<file path="config.mk">
export PLATFORM = sky130hd
export DESIGN_NAME = hsv_to_rgb_converter_core
export DESIGN_NICKNAME = d
export VERILOG_FILES = /design/src/design/hsv2rgb_pkg.sv /design/src/design/hsv2rgb_sector.sv /design/src/design/hsv2rgb_levels.sv /design/src/design/hsv2rgb_swizzle.sv /design/src/design/hsv_to_rgb_converter_core.sv
export SDC_FILE = /design/constraint.sdc
export NUM_CORES = 2
export LEC_CHECK = 0
export BUFFER_PORTS_ARGS = -buffer_cell sky130_fd_sc_hd__clkbuf_2
export CAP_MARGIN = 10
export CORE_ASPECT_RATIO = 0.5
export CORE_UTILIZATION = 30
export DETAILED_ROUTE_END_ITERATION = 10
export GPL_ROUTABILITY_DRIVEN = 0
export PLACE_DENSITY_LB_ADDON = 0.05
export SLEW_MARGIN = 25
export SYNTH_ARGS = -nofsm -noshare
export SYNTH_HDL_FRONTEND = slang
export SYNTH_SLANG_ARGS = --single-unit
</file>
<file path="constraint.sdc">
create_clock -name clk -period 9.3 [get_ports clk]
set_input_delay 0.465 -clock clk [delete_from_list [all_inputs] [get_ports clk]]
set_output_delay 0.465 -clock clk [all_outputs]
set_load 0.1 [all_outputs]
</file>
<file path="src/design/hsv2rgb_pkg.sv">
// Shared types, constants and arithmetic helpers for the HSV to RGB pipeline.
// No dependencies; used by every hsv2rgb module.
package hsv2rgb_pkg;

  localparam int unsigned STAGES = 7;

  localparam logic [7:0]  FULL_SCALE  = 8'd255;
  localparam logic [15:0] FULL_SQUARE = 16'd65025;

  // Channel permutation per hue sector; hue 255 folds into the red sector.
  typedef enum logic [2:0] {
    SEC_VTP,
    SEC_QVP,
    SEC_PVT,
    SEC_PQV,
    SEC_TPV,
    SEC_VPQ
  } sector_t;

  typedef struct packed {
    logic [STAGES-1:0] adv;
  } pipe_ctl_t;

  typedef struct packed {
    sector_t    sector;
    logic [7:0] rm;
    logic [7:0] sat;
    logic [7:0] val;
  } sec_t;

  typedef struct packed {
    sector_t    sector;
    logic [7:0] val;
    logic [7:0] p;
    logic [7:0] q;
    logic [7:0] t;
  } lvl_t;

  // floor(x / 255): shift-add estimate is never high and at most one low.
  function automatic logic [16:0] div255(input logic [23:0] x);
    logic [24:0] s;
    logic [16:0] e;
    logic [24:0] m;
    logic [24:0] r;
    s = {1'b0, x} + {9'b0, x[23:8]} + {17'b0, x[23:16]};
    e = s[24:8];
    m = {e, 8'b0} - {8'b0, e};
    r = {1'b0, x} - m;
    if (r >= 25'(FULL_SCALE)) begin
      e = e + 17'd1;
    end
    return e;
  endfunction

endpackage

</file>
<file path="src/design/hsv2rgb_sector.sv">
// Stage 1: splits hue*6 into sector and remainder by threshold compares.
// Depends on hsv2rgb_pkg.
module hsv2rgb_sector (
  input  logic                  clk,
  input  hsv2rgb_pkg::pipe_ctl_t ctl,
  input  logic [7:0]            hue,
  input  logic [7:0]            saturation,
  input  logic [7:0]            brightness,
  output hsv2rgb_pkg::sec_t     sec_r
);
  import hsv2rgb_pkg::*;

  logic [10:0] scaled;
  sec_t        sec_nxt;

  always_comb begin
    scaled = {1'b0, hue, 2'b00} + {2'b00, hue, 1'b0};
    sec_nxt.sat = saturation;
    sec_nxt.val = brightness;
    if (scaled >= 11'(6 * FULL_SCALE)) begin
      sec_nxt.sector = SEC_VTP;
      sec_nxt.rm     = 8'(scaled - 11'(6 * FULL_SCALE));
    end else if (scaled >= 11'(5 * FULL_SCALE)) begin
      sec_nxt.sector = SEC_VPQ;
      sec_nxt.rm     = 8'(scaled - 11'(5 * FULL_SCALE));
    end else if (scaled >= 11'(4 * FULL_SCALE)) begin
      sec_nxt.sector = SEC_TPV;
      sec_nxt.rm     = 8'(scaled - 11'(4 * FULL_SCALE));
    end else if (scaled >= 11'(3 * FULL_SCALE)) begin
      sec_nxt.sector = SEC_PQV;
      sec_nxt.rm     = 8'(scaled - 11'(3 * FULL_SCALE));
    end else if (scaled >= 11'(2 * FULL_SCALE)) begin
      sec_nxt.sector = SEC_PVT;
      sec_nxt.rm     = 8'(scaled - 11'(2 * FULL_SCALE));
    end else if (scaled >= 11'(FULL_SCALE)) begin
      sec_nxt.sector = SEC_QVP;
      sec_nxt.rm     = 8'(scaled - 11'(FULL_SCALE));
    end else begin
      sec_nxt.sector = SEC_VTP;
      sec_nxt.rm     = 8'(scaled);
    end
  end

  always_ff @(posedge clk) begin
    if (ctl.adv[0]) begin
      sec_r <= sec_nxt;
    end
  end

endmodule

</file>
<file path="src/design/hsv2rgb_levels.sv">
// Stages 2 to 6: computes the p, q and t levels with registered multiplies
// and shift-add divisions by 255. Depends on hsv2rgb_pkg.
module hsv2rgb_levels (
  input  logic                   clk,
  input  hsv2rgb_pkg::pipe_ctl_t ctl,
  input  hsv2rgb_pkg::sec_t      sec,
  output hsv2rgb_pkg::lvl_t      lvl_r
);
  import hsv2rgb_pkg::*;

  // stage 2: saturation products
  sector_t     s2_sector_r;
  logic [7:0]  s2_val_r;
  logic [15:0] s2_a_r, s2_b_r, s2_pp_r;
  // stage 3: complements, p done
  sector_t     s3_sector_r;
  logic [7:0]  s3_val_r, s3_p_r;
  logic [15:0] s3_qn_r, s3_tn_r;
  // stage 4: brightness products
  sector_t     s4_sector_r;
  logic [7:0]  s4_val_r, s4_p_r;
  logic [23:0] s4_qm_r, s4_tm_r;
  // stage 5: first divide by 255
  sector_t     s5_sector_r;
  logic [7:0]  s5_val_r, s5_p_r;
  logic [15:0] s5_q_r, s5_t_r;

  logic [16:0] p_full, q1_full, t1_full, q2_full, t2_full;

  always_comb begin
    p_full  = div255({8'b0, s2_pp_r});
    q1_full = div255(s4_qm_r);
    t1_full = div255(s4_tm_r);
    q2_full = div255({8'b0, s5_q_r});
    t2_full = div255({8'b0, s5_t_r});
  end

  always_ff @(posedge clk) begin
    if (ctl.adv[1]) begin
      s2_sector_r <= sec.sector;
      s2_val_r    <= sec.val;
      s2_a_r      <= {8'b0, sec.sat} * {8'b0, sec.rm};
      s2_b_r      <= {8'b0, sec.sat} * {8'b0, FULL_SCALE - sec.rm};
      s2_pp_r     <= {8'b0, sec.val} * {8'b0, FULL_SCALE - sec.sat};
    end
    if (ctl.adv[2]) begin
      s3_sector_r <= s2_sector_r;
      s3_val_r    <= s2_val_r;
      s3_p_r      <= p_full[7:0];
      s3_qn_r     <= FULL_SQUARE - s2_a_r;
      s3_tn_r     <= FULL_SQUARE - s2_b_r;
    end
    if (ctl.adv[3]) begin
      s4_sector_r <= s3_sector_r;
      s4_val_r    <= s3_val_r;
      s4_p_r      <= s3_p_r;
      s4_qm_r     <= {16'b0, s3_val_r} * {8'b0, s3_qn_r};
      s4_tm_r     <= {16'b0, s3_val_r} * {8'b0, s3_tn_r};
    end
    if (ctl.adv[4]) begin
      s5_sector_r <= s4_sector_r;
      s5_val_r    <= s4_val_r;
      s5_p_r      <= s4_p_r;
      s5_q_r      <= q1_full[15:0];
      s5_t_r      <= t1_full[15:0];
    end
    if (ctl.adv[5]) begin
      lvl_r.sector <= s5_sector_r;
      lvl_r.val    <= s5_val_r;
      lvl_r.p      <= s5_p_r;
      lvl_r.q      <= q2_full[7:0];
      lvl_r.t      <= t2_full[7:0];
    end
  end

endmodule

</file>
<file path="src/design/hsv2rgb_swizzle.sv">
// Stage 7: places brightness and the p, q, t levels onto the color channels
// and holds the output register. Depends on hsv2rgb_pkg.
module hsv2rgb_swizzle (
  input  logic                   clk,
  input  hsv2rgb_pkg::pipe_ctl_t ctl,
  input  hsv2rgb_pkg::lvl_t      lvl,
  output logic [7:0]             red_r,
  output logic [7:0]             green_r,
  output logic [7:0]             blue_r
);
  import hsv2rgb_pkg::*;

  logic [7:0] red_nxt, green_nxt, blue_nxt;

  always_comb begin
    case (lvl.sector)
      SEC_QVP: begin
        red_nxt = lvl.q;   green_nxt = lvl.val; blue_nxt = lvl.p;
      end
      SEC_PVT: begin
        red_nxt = lvl.p;   green_nxt = lvl.val; blue_nxt = lvl.t;
      end
      SEC_PQV: begin
        red_nxt = lvl.p;   green_nxt = lvl.q;   blue_nxt = lvl.val;
      end
      SEC_TPV: begin
        red_nxt = lvl.t;   green_nxt = lvl.p;   blue_nxt = lvl.val;
      end
      SEC_VPQ: begin
        red_nxt = lvl.val; green_nxt = lvl.p;   blue_nxt = lvl.q;
      end
      default: begin
        red_nxt = lvl.val; green_nxt = lvl.t;   blue_nxt = lvl.p;
      end
    endcase
  end

  always_ff @(posedge clk) begin
    if (ctl.adv[STAGES-1]) begin
      red_r   <= red_nxt;
      green_r <= green_nxt;
      blue_r  <= blue_nxt;
    end
  end

endmodule

</file>
<file path="src/design/hsv_to_rgb_converter_core.sv">
// HSV to RGB converter, 8 bits per channel, top level.
// Depends on hsv2rgb_pkg, hsv2rgb_sector, hsv2rgb_levels, hsv2rgb_swizzle.
//
// Usage:
//   in_*  : one pixel per transfer, tdata = hue, saturation, brightness.
//   out_* : one pixel per transfer, tdata = red, green, blue.
//   Every input transfer yields exactly one output transfer, in order.
//   Path: each pixel passes through seven register stages, the last
//   one being the output register that drives out_tvalid and out_tdata.
//   Throughput: one pixel per cycle while the receiver is not stalling;
//   the two multiply and three divide-by-255 steps are each split across
//   their own stages.
//   Each stage advances when it is empty or the stage after it advances,
//   so bubbles are squeezed out and in_tready falls only when all seven
//   stages hold pixels and the receiver is stalling.
//   A stall holds out_tdata stable; nothing is dropped or repeated.
//   Reset (rst_n low, synchronous) empties the pipeline; data registers
//   are not cleared.
module hsv_to_rgb_converter_core (
  input  logic        clk,
  input  logic        rst_n,
  input  logic        in_tvalid,
  output logic        in_tready,
  input  logic [23:0] in_tdata,   // [7:0] hue, [15:8] saturation, [23:16] brightness
  output logic        out_tvalid,
  input  logic        out_tready,
  output logic [23:0] out_tdata   // [7:0] red, [15:8] green, [23:16] blue
);
  import hsv2rgb_pkg::*;

  logic [STAGES-1:0] vld_r;
  logic [STAGES-1:0] vld_nxt;
  pipe_ctl_t         ctl;
  sec_t              sec;
  lvl_t              lvl;
  logic [7:0]        red, green, blue;

  always_comb begin
    ctl.adv[STAGES-1] = !vld_r[STAGES-1] || out_tready;
    for (int k = STAGES - 2; k >= 0; k--) begin
      ctl.adv[k] = !vld_r[k] || ctl.adv[k+1];
    end
    vld_nxt[0] = ctl.adv[0] ? in_tvalid : vld_r[0];
    for (int k = 1; k < STAGES; k++) begin
      vld_nxt[k] = ctl.adv[k] ? vld_r[k-1] : vld_r[k];
    end
  end

  always_ff @(posedge clk) begin
    if (!rst_n) begin
      vld_r <= '0;
    end else begin
      vld_r <= vld_nxt;
    end
  end

  assign in_tready  = ctl.adv[0];
  assign out_tvalid = vld_r[STAGES-1];
  assign out_tdata  = {blue, green, red};

  hsv2rgb_sector u_sector (
    .clk        (clk),
    .ctl        (ctl),
    .hue        (in_tdata[7:0]),
    .saturation (in_tdata[15:8]),
    .brightness (in_tdata[23:16]),
    .sec_r      (sec)
  );

  hsv2rgb_levels u_levels (
    .clk   (clk),
    .ctl   (ctl),
    .sec   (sec),
    .lvl_r (lvl)
  );

  hsv2rgb_swizzle u_swizzle (
    .clk     (clk),
    .ctl     (ctl),
    .lvl     (lvl),
    .red_r   (red),
    .green_r (green),
    .blue_r  (blue)
  );

`ifndef SYNTHESIS
  a_accept_fills_first: assert property (@(posedge clk) disable iff (!rst_n)
    in_tvalid && in_tready |=> vld_r[0])
    else $error("accepted pixel did not enter the first stage");

  a_stall_only_when_full: assert property (@(posedge clk) disable iff (!rst_n)
    !in_tready |-> (&vld_r) && !out_tready)
    else $error("input stalled while the pipeline had room");

  a_output_holds: assert property (@(posedge clk) disable iff (!rst_n)
    out_tvalid && !out_tready |=> out_tvalid && $stable(out_tdata))
    else $error("stalled output changed or vanished");

  a_bubble_moves: assert property (@(posedge clk) disable iff (!rst_n)
    !vld_r[0] && !in_tvalid |=> !vld_r[0] || $past(vld_r[0]))
    else $error("first stage became valid without a transfer");
`endif

endmodule
</file>
=== Yosys cells after proc, flatten, opt, wreduce, memory -nomap -nowiden ===
Cells that the tools add are included.

* Input bits: 28
* Register bits after elaboration: 321
* Output and inout bits: 26
* Logic and storage cells: 127

* $add $sub $neg: 33
* Reduce and logical (&&, ||, !) cells: 19
* Equal/unequal tests: 5
* $lt $le $gt $ge: 11
* Multiply operators: 5
* Mux-type cells: 14

{| class="wikitable"
|+ Operator list
! operator !! number
|-
| 25-bit by 8-bit >= comparator with 1-bit output, second input constant || 5
|-
| 16-bit by 25-bit subtractor with 25-bit output || 3
|-
| 8-bit case mux with 3 select lines || 3
|-
| 17-bit by 9-bit subtractor with 18-bit output || 3
|-
| 16-bit by 8-bit adder with 17-bit output || 3
|-
| 24-bit by 16-bit adder with 25-bit output || 2
|-
| 25-bit by 8-bit adder with 25-bit output || 2
|-
| 24-bit by 25-bit subtractor with 25-bit output || 2
|-
| 25-bit by 17-bit subtractor with 25-bit output || 2
|-
| 8-bit by 16-bit multiplier with 24-bit output || 2
|-
| 8-bit by 8-bit multiplier with 16-bit output || 3
|-
| 8-bit subtractor, second input constant || 6
|-
| 11-bit two-way mux || 4
|-
| 16-bit by 1-bit adder with 16-bit output, second input constant || 2
|-
| 16-bit two-way mux || 2
|-
| 8-bit two-way mux || 4
|-
| 16-bit subtractor, first input constant || 2
|-
| 8-bit by 1-bit adder with 8-bit output, second input constant || 3
|-
| 11-bit by 10-bit >= comparator with 1-bit output, second input constant || 2
|-
| 11-bit >= comparator, second input constant || 2
|-
| 8-bit subtractor, first input constant || 2
|-
| 10-bit by 9-bit adder with 11-bit output || 1
|-
| 11-bit by 8-bit >= comparator with 1-bit output, second input constant || 1
|-
| 11-bit by 9-bit >= comparator with 1-bit output, second input constant || 1
|-
| 8 further kinds || 25
|}

=== Depth between registers and ports, before layout ===
* Word-level depth: 8
* Depth in mapped cells: 31

=== By module ===
A second synthesis with hierarchy kept.

* Cells, all modules: 3762
* Area, all modules: 36521.3 um2

{| class="wikitable"
|+ By module, submodules not included
! module !! seq. area each (um2) !! cells an instance !! area each (um2) !! instances
|-
| hsv2rgb_levels || 7897.6 || 3456 || 33010.4 || 1
|-
| hsv2rgb_sector || 780.7 || 153 || 1764.2 || 1
|-
| hsv2rgb_swizzle || 720.7 || 122 || 1457.6 || 1
|-
| hsv_to_rgb_converter_core || 140.1 || 31 || 289.0 || 1
|}

=== Least setup slack after synthesis ===
Ideal clock, no wire load.

* Kind: reg2reg
* Start: reg u_levels.s4_qm_r[18]
* End: reg u_levels.s5_q_r[5], data pin
* Data required time: 9.034 ns
* Period minus slack after synthesis: 6.900 ns
* Stages on the path, launching flop included: 31
* Setup time: 0.266 ns
* Arrival time: 6.634 ns
* Path slack: 2.400 ns
* Path through: edfxtp_1 inv_1 fa_1 inv_1 ha_1 a211oi_1 nor3_1 o2111ai_1 a21boi_0 a311oi_1 o21ai_0 and3_1 and2_1 ha_1 inv_1 fa_1 inv_1 ha_1 a21oi_1 o21bai_1 a32o_1 a2111oi_2 nand3_1 or4_1 or4_4 a2111oi_4 nand3_2 and4_4 buf_6 nand3_2 xnor2_1

* Cells in the longest elaborated chain, start to end: 6
* Elaborated cells between the ends (all ways): 7
* Those cells by class: add/sub: 5; order compare: 1; mux: 1

{| class="wikitable"
|+ RTL lines
! element !! RTL line !! source
|-
| start, declared || hsv2rgb_levels.sv:22 || <nowiki>logic [23:0] s4_qm_r, s4_tm_r;</nowiki>
|-
| start signal, assigned || hsv2rgb_levels.sv:57 || <nowiki>s4_qm_r <= {16'b0, s3_val_r} * {8'b0, s3_qn_r};</nowiki>
|-
| 24-bit by 16-bit adder with 25-bit output || hsv2rgb_pkg.sv:45 || <nowiki>s = {1'b0, x} + {9'b0, x[23:8]} + {17'b0, x[23:16]};</nowiki>
|-
| 25-bit by 8-bit adder with 25-bit output || hsv2rgb_pkg.sv:45 ||
|-
| 25-bit by 17-bit subtractor with 25-bit output || hsv2rgb_pkg.sv:47 || <nowiki>m = {e, 8'b0} - {8'b0, e};</nowiki>
|-
| 24-bit by 25-bit subtractor with 25-bit output || hsv2rgb_pkg.sv:48 || <nowiki>r = {1'b0, x} - m;</nowiki>
|-
| 25-bit by 8-bit >= comparator with 1-bit output || hsv2rgb_pkg.sv:49 || <nowiki>if (r >= 25'(FULL_SCALE)) begin</nowiki>
|-
| 16-bit two-way mux (*) || hsv2rgb_pkg.sv:49 ||
|-
| net u_levels.q1_full[5] || hsv2rgb_levels.sv:28 || <nowiki>logic [16:0] p_full, q1_full, t1_full, q2_full, t2_full;</nowiki>
|-
| end signal, assigned || hsv2rgb_levels.sv:64 || <nowiki>s5_q_r <= q1_full[15:0];</nowiki>
|-
| end, declared || hsv2rgb_levels.sv:26 || <nowiki>logic [15:0] s5_q_r, s5_t_r;</nowiki>
|}

Mark *: on every way through the listed nets, which the timed path passes. The rest lies on a longest branch.
A chain may end at the register's enable or synchronous reset.

=== Worst setup path in the final report ===
* Start: reg u_levels.s4_qm_r[18]
* End: reg u_levels.s5_q_r[10], data pin

The elaborated chain is that of the path after synthesis.

==> metrics.yaml <==
tightest_slew_ps: 1023
grt_pass1_vias: 26752
synth.distinct_cells: 100
post-route-period-util: 0.8419
synth-seq-area-share: 0.2593
status: "complete, no violations"
wl_mm: 96.67
route.vias.total: 26577
gr-usage-all-layers: 0.1552
cts_buffers: 38
worst_setup_path_start_kind: "flip-flop"
layout-drive-gt1-share: 0.04892
holdPathEnd: "u_sector.sec_r[11]"
arrival_ps: 8150
slew_violations: 0
fin_setup_tns_ps: 0
rr_worst_depth: 29
yosysWarnings: 0
synth_edf_count: 313
portBuffers: 53
grt_max_degree: 60
slowest_stage: "a21boi_0"
synth-main-ff-cell: "edfxtp_1"
fin_crit_ps: 7830
wl_per_cell_um: 17.59
r2r_end: "u_levels.s5_q_r[10]"
ys_top_cells_by_area: "edfxtp_1, fa_1, ha_1"
drc: 0
critPathMaxFanout: 7
die_w_um: 497.2
slew_headroom: 0.3179
clk_pin_slew_ps: 70
place_inst: 5426
antenna_found_initial: 4
finalSetupViolations: 0
ios: 54
grt_overflow: 0
syn_nets: 4594
syn_inst: 3838
dp_worst_setup_slack_ps: 1486
layout_common_cells: "inv_1, ha_1, edfxtp_1"
fill_cells: 12440
slowest_delay_ps: 540
post_synth.cell_area_avg_um2: 9.584
crit_top_cell: "inv_1"
r2r_slack_ps: 1470
setup_slack_ps: 1470
clk_path_buf_depth: 3
clock-sinks: 320
grt_pass1_wl_mm: 153.6
clkLatencyLatePin_ps: 590
die_area_mm2: 0.1241
rsz0062_at_grt: "no"
fmax_mhz: 127.7
drtIter0Drc: 1451
synth_top_area_share: 0.2555
fin_cells: 5495
die_h_um: 249.6
reg2reg_from: "u_levels.s4_qm_r[18]"
critPathRequiredTime_ps: 9620
worstHoldStart: "in_tdata[11]"
placementRows: 90
fp.coreArea_mm2: 0.1211
criticalPathCategory: "reg2reg"
fin_nets: 4615
final_common_cell: "inv_1"
finalClockSkew_ps: 38.73
holdPathStages: 1
cts-root-buf: "clkbuf_16"
hold_violations: 0
yosysTopAreaCell: "edfxtp_1"
async_reset_ff_frac: 0
end_kind: "flip-flop"
start_util: 0.3039
routed_via_density: 4.837
synth_area_mm2: 0.03679
hpwl_mm: 75.38
cap_violations: 0
worst_hold_path_type: "in2reg"
postRouteAntennaNets: 0
cts_setup_buffers: 0
syn2layout_area_growth_pct: 9.027
cts_tree: "built"
synth_seq_cells: 320
htree_levels: 2
drtPass1Iterations: 5
## per-layer routing
metal,vias up,share of wire,global-route usage
met4,0,0.010,0.02205
met2,370,0.41,0.2299
met1,13073,0.54,0.2410
met5,-,0,0
li1,13068,-,-
met3,66,0.034,0.02036
## how the worst max path moves through the flow
stage | from | endpoint | slack [ps] | cells after the start
after floorplan | u_levels.s4_qm_r[18] | u_levels.s5_q_r[5] | 2400 | 30
after global placement | u_levels.s4_qm_r[18] | u_levels.s5_q_r[10] | 1610 | 29
after detailed placement | u_levels.s4_qm_r[18] | u_levels.s5_q_r[14] | 1490 | 29
after CTS | u_levels.s4_qm_r[18] | u_levels.s5_q_r[10] | 1460 | 29
after global routing | u_levels.s4_qm_r[18] | u_levels.s5_q_r[10] | 910 | 29
final | u_levels.s4_qm_r[18] | u_levels.s5_q_r[10] | 1470 | 29
## area by class of cell
| class | count | area [um^2] | area share |
|---|---|---|---|
| clock inverters | 22 | 230.2 | 0.005740 |
| well taps | 1610 | 2014 | 0.05023 |
| multi-input cells | 2873 | 24820 | 0.6188 |
| clock buffers | 43 | 969.7 | 0.02418 |
| flip-flops and latches | 320 | 9539 | 0.2378 |
| inverters | 544 | 2042 | 0.05091 |
| diodes | 1 | 2.502 | 0.00006239 |
| repair buffers | 82 | 490.5 | 0.01223 |
## sequential cells by signal, summed over array words and instances (netlist names), 16 cells and up
name / count
u_levels.s2_b_r: 16
u_levels.s5_t_r: 16
u_levels.lvl_r: 35
u_levels.s5_q_r: 16
u_levels.s3_tn_r: 16
u_levels.s2_pp_r: 16
u_levels.s4_tm_r: 24
u_levels.s2_a_r: 16
u_sector.sec_r: 26
u_levels.s4_qm_r: 24
u_levels.s3_qn_r: 16
## cell usage after synthesis, drive strengths merged, types with 28 or more instances
library cell	number
and3	37
nor2	184
and2	190
a21o	56
xor2	96
nand2	300
mux2i	30
edfxtp	313
o21bai	28
a21oi	207
ha	416
o21a	32
clkbuf	89
nor2b	97
o21ai	143
inv	543
nand3	54
xnor2	198
nor3	62
nand2b	91
fa	312
a211oi	32
## worst max-delay path, delay by kind of cell (launching register included)
kind | cells | cell delay, ps
xor gates and xnor gates | 1 | 140
and+or+nand+nor | 9 | 2160
adders and majority gates | 5 | 1860
AOI/OAI and AO/OA | 10 | 2630
DFF | 1 | 520
buffers and inverters | 4 | 260
## metrics by stage
| step | utilization | hold WS (ps) | instance area (um^2) |
|---|---|---|---|
| floorplan | - | 400.3 | 36790 |
| finish | 0.3313 | 51.30 | 40110 |
| global route | 0.3313 | 11.63 | 40100 |
| detailed placement | 0.3211 | 404.5 | 38870 |
| CTS | 0.3313 | 1.108 | 40100 |
| global placement | 0.3211 | 400.5 | 38870 |
## kinds of logic after synthesis
family                     count (synthesis)  share of synthesized area
adders and majority gates                728                     0.3113
xor gates and xnor gates                 295                    0.07065
DFF                                      320                     0.2593
AOI/OAI and AO/OA                        670                     0.1201
and+or+nand+nor                         1146                     0.1631
muxes                                     34                   0.009388
buffers and inverters                    645                    0.06612
## repair_timing
action,CTS,global route
resized for setup,0,0
hold buffers,3,0
hold endpoints to repair,3,0
Power is not shown: default switching activity piles up to over one toggle a cycle in this logic, so the estimate is an artifact.
